## src/rtl/fbc_pkg.sv

```systemverilog
// fbc_pkg: shared constants, codes and word types of the feistel block cipher
// used by every module of the block; depends on nothing

package fbc_pkg;

    localparam int MAX_ROUNDS     = 16;
    localparam int KEY_ROTATE_MOD = 64;

    localparam int KEY_W     = 64;
    localparam int HALF_W    = 32;
    localparam int BYTE_W    = 8;
    localparam int RCNT_W    = 5;
    localparam int CFG_IDX_W = 2;
    // effective round count and round index width
    localparam int NEFF_W    = ($clog2(MAX_ROUNDS + 1) > RCNT_W) ?
                               $clog2(MAX_ROUNDS + 1) : RCNT_W;
    localparam int ROT_W     = $clog2(KEY_ROTATE_MOD);

    typedef enum logic [1:0] {
        CMD_BLOCK = 2'd0,
        CMD_PAIR  = 2'd1,
        CMD_BYTE  = 2'd2
    } cmd_t;

    typedef enum logic [CFG_IDX_W-1:0] {
        REG_KEY    = 2'd0,
        REG_ROUNDS = 2'd1,
        REG_DIR    = 2'd2
    } reg_idx_t;

    typedef struct packed {
        logic [1:0]        command;
        logic [HALF_W-1:0] left_half;
        logic [HALF_W-1:0] right_half;
    } req_t;

    typedef struct packed {
        logic [HALF_W-1:0] out_left;
        logic [HALF_W-1:0] out_right;
    } rsp_t;

    // word as it travels down the cell row
    typedef struct packed {
        logic              active;
        logic              pair;
        logic [HALF_W-1:0] left;
        logic [HALF_W-1:0] right;
    } item_t;

    // per-cell round control; the user must keep it static while words are in flight, the block does not enforce it
    typedef struct packed {
        logic              live;
        logic              decrypt;
        logic [HALF_W-1:0] rkey;
    } ctl_t;

endpackage

```

## src/rtl/fbc_cell.sv

```systemverilog
// fbc_cell: one feistel round stage of the cell row, with its word register
// depends on fbc_pkg

module fbc_cell (
    input  logic          clk,
    input  logic          rst_n,
    input  fbc_pkg::ctl_t ctl,
    input  logic          up_valid,
    input  fbc_pkg::item_t up_item,
    output logic          up_hold,
    output logic          dn_valid,
    output fbc_pkg::item_t dn_item,
    input  logic          dn_hold
);

    logic           valid_reg;
    logic           valid_next;
    fbc_pkg::item_t item_reg;
    fbc_pkg::item_t item_next;
    logic [fbc_pkg::HALF_W-1:0] src;
    logic [fbc_pkg::HALF_W-1:0] mix;
    logic [fbc_pkg::HALF_W-1:0] m;
    logic           load;

    assign up_hold    = valid_reg && dn_hold;
    assign load       = up_valid && !up_hold;
    assign valid_next = up_hold ? valid_reg : up_valid;

    always_comb
    begin
        src = ctl.decrypt ? up_item.right : up_item.left;
        m   = src ^ ctl.rkey;
        if (up_item.pair)
        begin
            mix = {{(fbc_pkg::HALF_W-fbc_pkg::BYTE_W){1'b0}},
                   src[7:0] ^ ctl.rkey[7:0] ^ ctl.rkey[31:24]};
        end
        else
        begin
            mix = {m[23:16] ^ m[31:24], m[15:8] ^ m[31:24],
                   m[23:16] ^ m[31:24], m[7:0] ^ m[31:24]};
        end
        item_next = up_item;
        if (up_item.active && ctl.live)
        begin
            if (ctl.decrypt)
            begin
                item_next.left  = up_item.right;
                item_next.right = up_item.left ^ mix;
            end
            else
            begin
                item_next.left  = up_item.right ^ mix;
                item_next.right = up_item.left;
            end
        end
    end

    always_ff @(posedge clk or negedge rst_n)
    begin
        if (!rst_n)
        begin
            valid_reg <= 1'b0;
        end
        else
        begin
            valid_reg <= valid_next;
        end
    end

    always_ff @(posedge clk)
    begin
        if (load)
        begin
            item_reg <= item_next;
        end
    end

    assign dn_valid = valid_reg;
    assign dn_item  = item_reg;

endmodule

```

## config.mk

```make
export PLATFORM = sky130hd
export DESIGN_NAME = fbc_cell
export DESIGN_NICKNAME = d
export VERILOG_FILES = /design/src/rtl/fbc_pkg.sv /design/src/rtl/fbc_cell.sv
export SDC_FILE = /design/constraint.sdc
export NUM_CORES = 1
export LEC_CHECK = 0
export BUFFER_PORTS_ARGS = -buffer_cell sky130_fd_sc_hd__clkbuf_2
export CAP_MARGIN = 20
export CORE_MARGIN = 5
export CORE_UTILIZATION = 31
export CTS_CLUSTER_SIZE = 10
export DETAILED_ROUTE_END_ITERATION = 10
export SYNTH_ARGS = -nofsm -noshare
export SYNTH_HDL_FRONTEND = slang
export SYNTH_SLANG_ARGS = --single-unit
```

## constraint.sdc

```tcl
create_clock -name clk -period 4.45 [get_ports clk]
set_input_delay 0.89 -clock clk [delete_from_list [all_inputs] [get_ports clk]]
set_output_delay 0.89 -clock clk [all_outputs]
set_load 0.005 [all_outputs]
```

==> results.md, run 1 <==
| Metric | Value |
| --- | --- |
| Result of the run | finished clean |
| Arr. time, crit path | 3.05 ns |
| Number of top-level design ports | 172 |
| Warnings, synthesis | 0 |
| Layout cells sized above 1 | 37.43% |
| Routed wire length per instance | 16.65 um |
| Placed wire-length estimate after detailed placement | 11570 um |
| Vias in the first global route | 4246 |
| Endpoint of the worst-slack reg-to-reg timing path | dn_item[30] |
| Leading cell types in the layout, fill and taps excluded | clkbuf_2, nand2_1, edfxtp_1 |
| Number of antenna-violating nets in the routed design | 0 |
| Post-synthesis sequential area ratio | 37.61% |
| Tot Pwr | 2.116 mW |
| CP top delay family | multiplexers |
| Cell depth of the worst flop-to-flop path | 3 |
| Clock insertion delay at the later pin of the skew report | 0.33 ns |
| Final Cycle Share | 65.58% |
| Lkg Pwr | 2.807 nW |
| Std-Cell Rows | 48 |
| Chain of cells forming the critical path | buf_4 -> mux2i_4 -> nor2_1 -> xnor2_1 -> mux2_2 -> o32ai_1 |
| Horiz. Die Dim | 141.2 um |
| Antenna diodes | 0 |
| Highest-delay cell along the critical path | buf_4 |
| Worst reg2reg startpoint | dn_valid |
| Combined flip-flop and latch cell area | 2007 sq um |
| Min-Delay Path Class | in -> async |
| Setup violations, final | 0 |
| Largest buffer count on any clock path | 2 |
| Element type at the critical path end | flop |
| Grt total ovfl | 0 |
| CP max stage delay | 0.67 ns |
| Number of buffers and inverters on the critical path | 1 |
| Final Hold Violating Endpoints | 0 |
| Most common cell after layout, fill and taps aside | clkbuf_2 |
| Maximum fanout along the worst path | 68 |
| Area used by multi-input combinational logic | 3209 sq um |
| RSZ-0062 raised after global routing | no |
| Power Density | 315.7 nW/um^2 |
| Number of antenna violations at the first check in global routing | 2 |
| Routed wire length | 15010 um |
| Number of design rule violations left after detail routing | 0 |
| Gate count of the mapped netlist | 511 |
| Transition time at the pin with the least slew margin | 1.070 ns |
| Max Clk Rate | 0.3427 GHz |
| Via count | 4294 |
| Final weighted congestion in routability-driven placement | 0.8037 |
| Count of port buffers added during placement | 171 |
| Post-CTS Setup Repair Bufs | 0 |
| Worst supply voltage drop on vdd | 0.1700 mV |
| Wire length of the first global-routing pass | 23260 um |
| Synthesis-stage register bit count | 67 |
| DIE AREA | 19940 sq um |
| Initial Util | 31.18% |
| Post-synth net total | 615 |
| Drt via density | 4.766 |
| Worst setup path category | in -> reg |
| Clk root buf | clkbuf_16 |
| Setup Total Neg Slack | 0 ns |
| Total core area | 17120 sq um |
| Mean cell area of the mapped netlist | 10.44 sq um |
| Post-layout min period | 2.918 ns |
| Fillers | 1720 |
| NumNets Final | 775 |
| Count of routing violations after the opening detailed-route iteration | 205 |
| Mapped cell area | 5336 sq um |
| Clock transition at the register clock pins on the worst setup and hold paths after CTS | 0.06 ns |
| Iteration count of the initial detailed-routing pass | 4 |
| Relative slew slack | 28.65% |
| TritonCTS Sinks | 67 |
| Synth cell types | 34 |
| TritonCTS clock tree | built |
| Area delta synth->final | 25.63% |
| Maximum number of pins on one net before global-route repair | 69 |
| Crit path required time | 4.59 ns |
| Worst clock skew | 0.005387 ns |
| Number of max-capacitance violations reported | 0 |
| H-Tree Depth | 3 |
| CP Launch Type | input pin |
| Critical path origin | ctl[32] |
| Quantity of hold-fixing buffers added after cts | 0 |
| CTS Buf Count | 9 |
| All-Layer GR Usage | 15.17% |
| Post-cts repair resize count | 0 |
| Final max-slew violation count | 0 |
| Vertical die dimension | 141.2 um |
| Reg2Reg Setup Slack | 2.29 ns |
## metal layers
layer | GRT usage, % | part of all wire (%) | vias up
li1 | - | - | 2131
met1 | 18.98 | 41 | 2001
met2 | 25.18 | 49 | 143
met3 | 4.749 | 7.9 | 15
met4 | 4.386 | 1.7 | 4
met5 | 0 | 0.17 | -
## cell usage after synthesis (all sizes together)
library cell,n,share of area (%)
nor2b,2,0.23
o32ai,8,1.3
xnor2,63,11
and2,2,0.23
a32oi,8,1.3
edfxtp,66,37
nand3,12,1.1
mux2i,32,7.4
or2,14,1.6
nor2,53,4.6
dfrtp,1,0.47
buf,5,0.98
nand2,85,6.0
xnor3,18,7.6
a21boi,8,1.1
nor3b,8,1.1
a22oi,12,1.7
or2b,1,0.21
o21ai,36,3.4
xor2,24,3.9
clkbuf,21,1.5
mux2,16,3.4
nand3b,8,1.1
o21bai,8,1.1
## cells by family after synthesis
group                  count (synthesis)  synth area share, %
AO/OA/AOI/OAI                         80                9.942
multiplexers                          48                10.76
XOR/XNOR                             105                22.86
AND/OR/NAND/NOR                      185                16.30
buffers and inverters                 26                2.532
flip-flops                            67                37.61
## sequential cells by signal (all words and copies together) (netlist names)
register and cells:
dn_valid 1, dn_item 66
## cell type report
class                      count  share of cell area [%]
multi-input combinational    418                   47.87
sequential                    67                   29.94
timing repair buffer         175                   13.25
tap                          225                   4.199
clock buffer                   9                   3.359
clock inverter                 7                   1.381
## worst register-to-register path: cells and delay by family, from the launching register on
kind | cells | cell delay (ns)
buffers and inverters | 1 | 0.46
and+or+nand+nor | 2 | 1.00
DFF | 1 | 0.37
## power breakdown
part	leakage, nW	switching, mW	internal (mW)
combinational	2.02	0.298	0.276
clock	0.147	0.283	0.488
sequential	0.642	0.0123	0.758
## metrics by stage
| step | setup slack, ns | util [%] | cells | cell area, sq um | hold slack, ns |
|---|---|---|---|---|---|
| 3_3_place_gp | 1.202 | 37.31 | 885 | 6386 | 0.6658 |
| 6_report | 1.532 | 39.17 | 901 | 6704 | 0.3194 |
| 2_1_floorplan | 1.233 | - | 511 | 5339 | 0.5944 |
| 5_1_grt | 1.361 | 39.17 | 901 | 6704 | 0.2994 |
| 3_5_place_dp | 1.156 | 37.31 | 885 | 6386 | 0.6683 |
| 4_1_cts | 1.497 | 39.17 | 901 | 6704 | 0.3020 |
## worst max-delay path by stage
stage	to	slack [ns]	cells after the start
2_1_floorplan	dn_item[0]	1.23	2
3_3_place_gp	dn_item[6]	1.20	6
3_5_place_dp	dn_item[38]	1.16	6
4_1_cts	dn_item[38]	1.50	6
5_1_grt	dn_item[38]	1.36	6
6_report	dn_item[38]	1.53	6
Power figures use the tool's default switching activity.
==> run 2, diff against run 1 <==
==> constraint.sdc (replaced) <==
create_clock -name clk -period 2.9 [get_ports clk]
set_input_delay 0.58 -clock clk [delete_from_list [all_inputs] [get_ports clk]]
set_output_delay 0.58 -clock clk [all_outputs]
set_load 0.005 [all_outputs]
==> results.md, run 2 (synthesis gave the netlist of run 1 again) <==
| Metric | Value | vs previous |
| --- | --- | --- |
| Transition time at the pin with the least slew margin | 0.6032 ns | -0.4671 ns |
| CTS Buf Count | 9 | unchanged |
| Pre-CTS worst setup slack | 0.3558 ns | -0.7998 ns |
| Crit path required time | 2.99 ns | -1.60 ns |
| Final weighted congestion in routability-driven placement | 0.8277 | +3.0% |
| Largest buffer count on any clock path | 2 | unchanged |
| Crit path top cell by count | buf_4 |  |
| Max Clk Rate | 0.4636 GHz |  |
| M3 GR Usage | 3.019% | -1.7 points |
| Via count | 4275 | -0.44% |
| Final Hold Violating Endpoints | 0 | unchanged |
| Final Cycle Share | 74.39% |  |
| Lkg Pwr | 2.851 nW | +1.6% |
| Clock transition at the register clock pins on the worst setup and hold paths after CTS | 0.06 ns | about the same |
| Element type at the critical path end | flop |  |
| Iteration count of the initial detailed-routing pass | 5 | +1 |
| Clock insertion delay at the later pin of the skew report | 0.35 ns | +0.02 ns |
| Count of routing violations after the opening detailed-route iteration | 192 | -6.3% |
| Highest-delay cell along the critical path | buf_4 |  |
| H-Tree Depth | 3 | unchanged |
| Initial Util | 31.18% | unchanged |
| Number of flip-flops in the largest register | 66 | unchanged |
| Number of design rule violations left after detail routing | 0 | unchanged |
| Number of top-level design ports | 172 | unchanged |
| Top Usage Layer GRT | met2 |  |
| Worst setup path category | in -> reg |  |
| Fillers | 1692 | -1.6% |
| Total core area | 17120 sq um | unchanged |
| Power Density | 494.6 nW/um^2 | +57% |
| Maximum number of pins on one net before global-route repair | 67 | -2.9% |
| Post-cts repair resize count | 0 | unchanged |
| Drt via density | 4.719 | -0.99% |
| Met2 capacity usage during global routing | 24.18% | -1.0 points |
| Area delta synth->final | 27.06% |  |
| DIE AREA | 19940 sq um | unchanged |
| Cells after DPL | 889 | +0.45% |
| Routed wire length per instance | 16.34 um | -1.9% |
| Routed wire length | 14800 um | -1.3% |
| Post-layout min period | 2.157 ns |  |
| Number of buffers and inverters on the critical path | 2 | +1 |
| RSZ-0062 raised after global routing | no |  |
| Min-Delay Path Class | in -> reg |  |
| Finished Layout Cells | 906 | +0.55% |
| TritonCTS clock tree | built |  |
| CP top delay family | buffers and inverters |  |
| Layout cells sized above 1 | 37.74% | +0.31 points |
| All-Layer GR Usage | 14.66% | -0.50 points |
| Setup Total Neg Slack | 0 ns | unchanged |
| Std-Cell Rows | 48 | unchanged |
| Wire length of the first global-routing pass | 22400 um | -3.7% |
| Result of the run | finished clean |  |
| Setup violations, final | 0 | unchanged |
| Tot Pwr | 3.354 mW | +58% |
| Grt total ovfl | 0 | unchanged |
| TritonCTS Sinks | 67 | unchanged |
| Most common cell after layout, fill and taps aside | clkbuf_2 |  |
| Horiz. Die Dim | 141.2 um | unchanged |
| CP max stage delay | 0.40 ns | -0.27 ns |
| Maximum fanout along the worst path | 32 | -53% |
| Worst clock skew | 0.005174 ns | -0.0002130 ns |
| Number of antenna violations at the first check in global routing | 1 | -1 |
| Vias in the first global route | 4063 | -4.3% |
| Worst Slack Setup Final | 0.7428 ns | -0.7889 ns |
| Final max-slew violation count | 0 | unchanged |
| CP Launch Type | input pin |  |
| NumNets Final | 780 | +0.65% |
| Leading cell types in the layout, fill and taps excluded | clkbuf_2, nand2_1, edfxtp_1 |  |
| Antenna diodes | 0 | unchanged |
| Number of antenna-violating nets in the routed design | 0 | unchanged |
| Worst supply voltage drop on vdd | 0.2875 mV | +69% |
| Placed wire-length estimate after detailed placement | 11370 um | -1.8% |
| Clk root buf | clkbuf_16 |  |
| Met1 usage in global routing | 18.68% | -0.31 points |
| Number of max-capacitance violations reported | 0 | unchanged |
| Relative slew slack | 59.64% | +31 points |
| Arr. time, crit path | 2.25 ns | -0.80 ns |
| Vertical die dimension | 141.2 um | unchanged |
| Chain of cells forming the critical path | buf_4 -> buf_4 -> mux2i_1 -> xor2_1 -> xnor2_1 -> or2_2 -> nand3_1 |  |
| Count of port buffers added during placement | 171 | unchanged |
-- run 2: per-stage QoR --
step	hold WS (ns)	cell area, sq um	utilization, %
after CTS	0.4278	6780	39.61
after floorplan	0.2844	5344	-
final	0.4440	6780	39.61
after detailed placement	0.3555	6429	37.56
after global placement	0.3546	6429	37.56
after global routing	0.4471	6780	39.61
-- run 2: worst register-to-register path, delay by kind of cell (launching register included) --
kind,cells,cell delay (ns)
buffers and inverters,1,0.33
DFF,1,0.37
and+or+nand+nor,2,0.34
-- run 2: metal layers --
| metal | share of wire [%] | vias up |
|---|---|---|
| met3 | 6.4 | 20 |
| li1 | - | 2143 |
| met1 | 43 | 1983 |
| met4 | 2.3 | 2 |
| met5 | 0.074 | - |
| met2 | 48 | 127 |
-- run 2: power breakdown --
part | switching, mW | internal, mW
logic | 0.461 | 0.433
registers | 0.0192 | 1.16
clock network | 0.441 | 0.838
total | 0.921 | 2.43
-- run 2: final cells by class --
type,instances,area (sq um),area share (%)
Multi-Input combinational cell,418,3209,47.33
Sequential cell,67,2007,29.60
Timing Repair Buffer,180,940.9,13.88
Tap cell,225,281.5,4.152
Clock buffer,9,225.2,3.322
Clock inverter,7,116.4,1.716
-- run 2: final timing paths --
path                       startpoint           to  slack, ns  depth (start not counted)
max in group asynchronous       rst_n     dn_valid       2.26                          2
setup reg to reg             dn_valid  dn_item[50]       1.47                          3
hold / removal               up_valid     dn_valid       0.44                          2
min in group asynchronous       rst_n     dn_valid       0.55                          2
hold reg to reg              dn_valid     dn_valid       0.70                          2
setup / recovery              ctl[32]  dn_item[16]       0.74                          7
-- run 2: what timing repair did --
item                                   in CTS  in global routing
hold buffers                                1                  0
endpoints found under the hold margin       1                  0
setup buffers                               0                  0
==> run 3, diff against run 2 <==
--- a/config.mk
+++ b/config.mk
@@ -5,6 +5,7 @@
 export SDC_FILE = /design/constraint.sdc
 export NUM_CORES = 1
 export LEC_CHECK = 0
+export ABC_AREA = 1
 export BUFFER_PORTS_ARGS = -buffer_cell sky130_fd_sc_hd__clkbuf_2
 export CAP_MARGIN = 20
 export CORE_MARGIN = 5
==> constraint.sdc (replaced) <==
create_clock -name clk -period 2.1 [get_ports clk]
set_input_delay 0.42 -clock clk [delete_from_list [all_inputs] [get_ports clk]]
set_output_delay 0.42 -clock clk [all_outputs]
set_load 0.005 [all_outputs]
==> results.md, run 3 <==
| Metric | Value | vs previous |
| --- | --- | --- |
| Result of the run | finished clean |  |
| H-Tree Depth | 3 | unchanged |
| Leading area contributor after synthesis | nand2_1 |  |
| Antenna diodes | 0 | unchanged |
| Lkg Pwr | 4.355 nW | +53% |
| Number of buffers and inverters on the critical path | 3 | +1 |
| Post-placement cell area | 7362 sq um | +15% |
| Clock insertion delay at the later pin of the skew report | 0.34 ns | about the same |
| Post-cts repair resize count | 0 | unchanged |
| Initial Util | 31.48% | +0.30 points |
| Count of port buffers added during placement | 171 | unchanged |
| Crit path required time | 2.19 ns | -0.80 ns |
| Proportion of synthesized area in mux cells | 0% | -11 points |
| Number of flip-flops in the largest register | 66 | unchanged |
| Relative slew slack | 50.73% | -8.9 points |
| TritonCTS clock tree | built |  |
| Final worst hold slack | 0.2937 ns | -0.1504 ns |
| Number of design rule violations left after detail routing | 0 | unchanged |
| Met1 usage in global routing | 19.32% | +0.64 points |
| Placed wire-length estimate after detailed placement | 14320 um | +26% |
| Largest buffer count on any clock path | 2 | unchanged |
| Top Usage Layer GRT | met2 |  |
| Simple-gate share of the synthesized area | 56.89% | +41 points |
| Worst supply voltage drop on vdd | 0.3665 mV | +28% |
| Number of antenna violations at the first check in global routing | 0 | -1 |
| Element type at the critical path end | flop |  |
| Cell with the most instances after synthesis | nand2_1 |  |
| Routed wire length per instance | 12.99 um | -21% |
| Setup violations, final | 0 | unchanged |
| Worst setup path category | in -> reg |  |
| Horiz. Die Dim | 150.3 um | +6.5% |
| Vias in the first global route | 6768 | +67% |
| Transition time at the pin with the least slew margin | 0.7390 ns | +0.1358 ns |
| Mapped cell area | 6106 sq um | +14% |
| Vertical die dimension | 150.3 um | +6.5% |
| Mean cell area of the mapped netlist | 5.832 sq um | -44% |
| Gate count of the mapped netlist | 1047 | +100% |
| Chain of cells forming the critical path | buf_2 -> buf_12 -> buf_4 -> nand2_1 -> nand3_1 -> nand2_1 -> nand2_1 -> nand2_1 -> nor2_2 -> nand3_1 -> nand3_1 -> nand2_1 |  |
| NumNets Final | 1317 | +69% |
| All-Layer GR Usage | 17.19% | +2.5 points |
| Parity-gate share of the synthesized area counting xor and xnor cells | 0% | -23 points |
| Arr. time, crit path | 1.80 ns | -0.45 ns |
| Power Density | 577.3 nW/um^2 | +17% |
| M3 GR Usage | 4.515% | +1.5 points |
| Dominant combinational cell family by area after synthesis | simple AND/OR/NAND/NOR gates |  |
| Reg2Reg Setup Slack | 0.75 ns | -0.72 ns |
| CTS Buf Count | 9 | unchanged |
| Via count | 7046 | +65% |
| Total core area | 19400 sq um | +13% |
| Count of routing violations after the opening detailed-route iteration | 404 | +110% |
| TritonCTS Sinks | 67 | unchanged |
| Std-Cell Rows | 51 | +6.3% |
| Predominant post-synthesis flop cell | edfxtp_1 |  |
| Iteration count of the initial detailed-routing pass | 5 | unchanged |
| Fillers | 2140 | +26% |
| Wire length of the first global-routing pass | 31380 um | +40% |
| Highest-delay cell along the critical path | buf_12 |  |
| Met2 capacity usage during global routing | 32.07% | +7.9 points |
| CP max stage delay | 0.22 ns | -0.18 ns |
| Final std cell area, no fill | 7671 sq um | +13% |
| Crit path top cell by count | nand2_1 |  |
| CP top delay family | simple AND/OR/NAND/NOR gates |  |
| Drt via density | 4.751 | +0.69% |
| Worst clock skew | 0.007475 ns | +0.002301 ns |
| Maximum fanout along the worst path | 33 | +3.1% |
| Share of the core filled with cells in the final layout | 39.54% | -0.068 points |
| Share of the synthesized area in compound gates (AO/OA/AOI/OAI) | 0% | -9.9 points |
| Area share of fa/ha/maj cells after synthesis | 0% | unchanged |
| Number of max-capacitance violations reported | 0 | unchanged |
| Clock transition at the register clock pins on the worst setup and hold paths after CTS | 0.06 ns | about the same |
| Min-Delay Path Class | in -> reg |  |
| Final Hold Violating Endpoints | 0 | unchanged |
| DIE AREA | 22600 sq um | +13% |
| Final max-slew violation count | 0 | unchanged |
| Number of top-level design ports | 172 | unchanged |
| Number of antenna-violating nets in the routed design | 0 | unchanged |
| RSZ-0062 raised after global routing | no |  |
| Synthesis-stage register bit count | 67 | unchanged |
| Routed wire length | 19260 um | +30% |
| Top post-synthesis cells by count | nand2_1, nand3_1, inv_1, edfxtp_1, nand4_1 |  |
| Grt total ovfl | 0 | unchanged |
| Post-layout min period | 1.718 ns |  |
| Post-synthesis sequential area ratio | 32.87% | -4.7 points |
| Final Cycle Share | 81.81% |  |
| CP Launch Type | input pin |  |
| Tot Pwr | 4.428 mW | +32% |
| Area contributors post-synth | nand2_1, edfxtp_1, nand3_1, inv_1, nand4_1 |  |
| Area share of the largest cell type after synthesis | 33.01% | -4.1 points |
| Clk root buf | clkbuf_16 |  |
| Post-synth net total | 1151 | +87% |
| Synth cell types | 15 | -56% |
| Max Clk Rate | 0.5821 GHz |  |
| Final weighted congestion in routability-driven placement | 0.8112 | -2.0% |
| Number of flops mapped to enable cells by yosys | 66 | unchanged |
| Most common cell after layout, fill and taps aside | nand2_1 |  |
| Warnings, synthesis | 0 | unchanged |
| Share of flip-flops with an asynchronous set or reset | 1.493% | unchanged |
| Setup Total Neg Slack | 0 ns | unchanged |
| Area delta synth->final | 25.64% |  |
| Layout cells sized above 1 | 17.90% | -20 points |
| Maximum number of pins on one net before global-route repair | 67 | unchanged |
| Leading cell types in the layout, fill and taps excluded | nand2_1, nand3_1, clkbuf_2 |  |
==> run 3: cell count changes after synthesis, moves of 32 or more <==
cell,previous run,this run
nand3_1,12,229
xnor2_1,56,0
nand2_1,85,537
inv_1,0,105
nand4_1,0,32
==> run 3: layer usage <==
layer / wire length [um] / vias up
li1: - / 3713
met1: 7883 / 3127
met2: 9704 / 186
met3: 1363 / 20
met4: 312 / 0
met5: 0 / -
==> run 3: per-stage QoR <==
step,worst slack [ns],instances
2_1_floorplan,0.1547,1047
6_report,0.3820,1483
4_1_cts,0.4135,1483
5_1_grt,0.2373,1483
3_5_place_dp,0.05387,1466
3_3_place_gp,0.06870,1466
==> run 3: final timing paths <==
path | startpoint | endpoint | cells past startpoint
setup / recovery | ctl[32] | dn_item[62] | 12
hold / removal | up_item[65] | dn_item[65] | 1
setup reg to reg | dn_valid | dn_item[40] | 4
hold reg to reg | dn_valid | dn_valid | 2
max in group asynchronous | rst_n | dn_valid | 2
min in group asynchronous | rst_n | dn_valid | 2
==> run 3: logic make-up (layout without fill, tap and decap cells) <==
family,after synthesis,after routing
flops,67,67
simple gates,827,827
buf+inv,153,324
==> run 3: what timing repair did <==
action	CTS	global route
hold endpoints to repair	1	0
hold buffers	1	0
setup buffers	0	0
==> run 3: where the power goes <==
part | switching [mW] | total [mW] | internal (mW)
Clock | 0.599 | 1.58 | 0.986
Sequential | 0.0258 | 1.62 | 1.59
Combinational | 0.774 | 1.23 | 0.453
==> run 3: cell type report <==
class	instances	area (sq um)	share of cell area, %
clock inverters	2	35.03	0.4567
well taps	265	331.6	4.322
clock buffers	14	264.0	3.442
inverters	110	414.1	5.399
multi-input cells	827	3483	45.41
flip-flops and latches	67	2007	26.16
repair buffers	198	1136	14.81
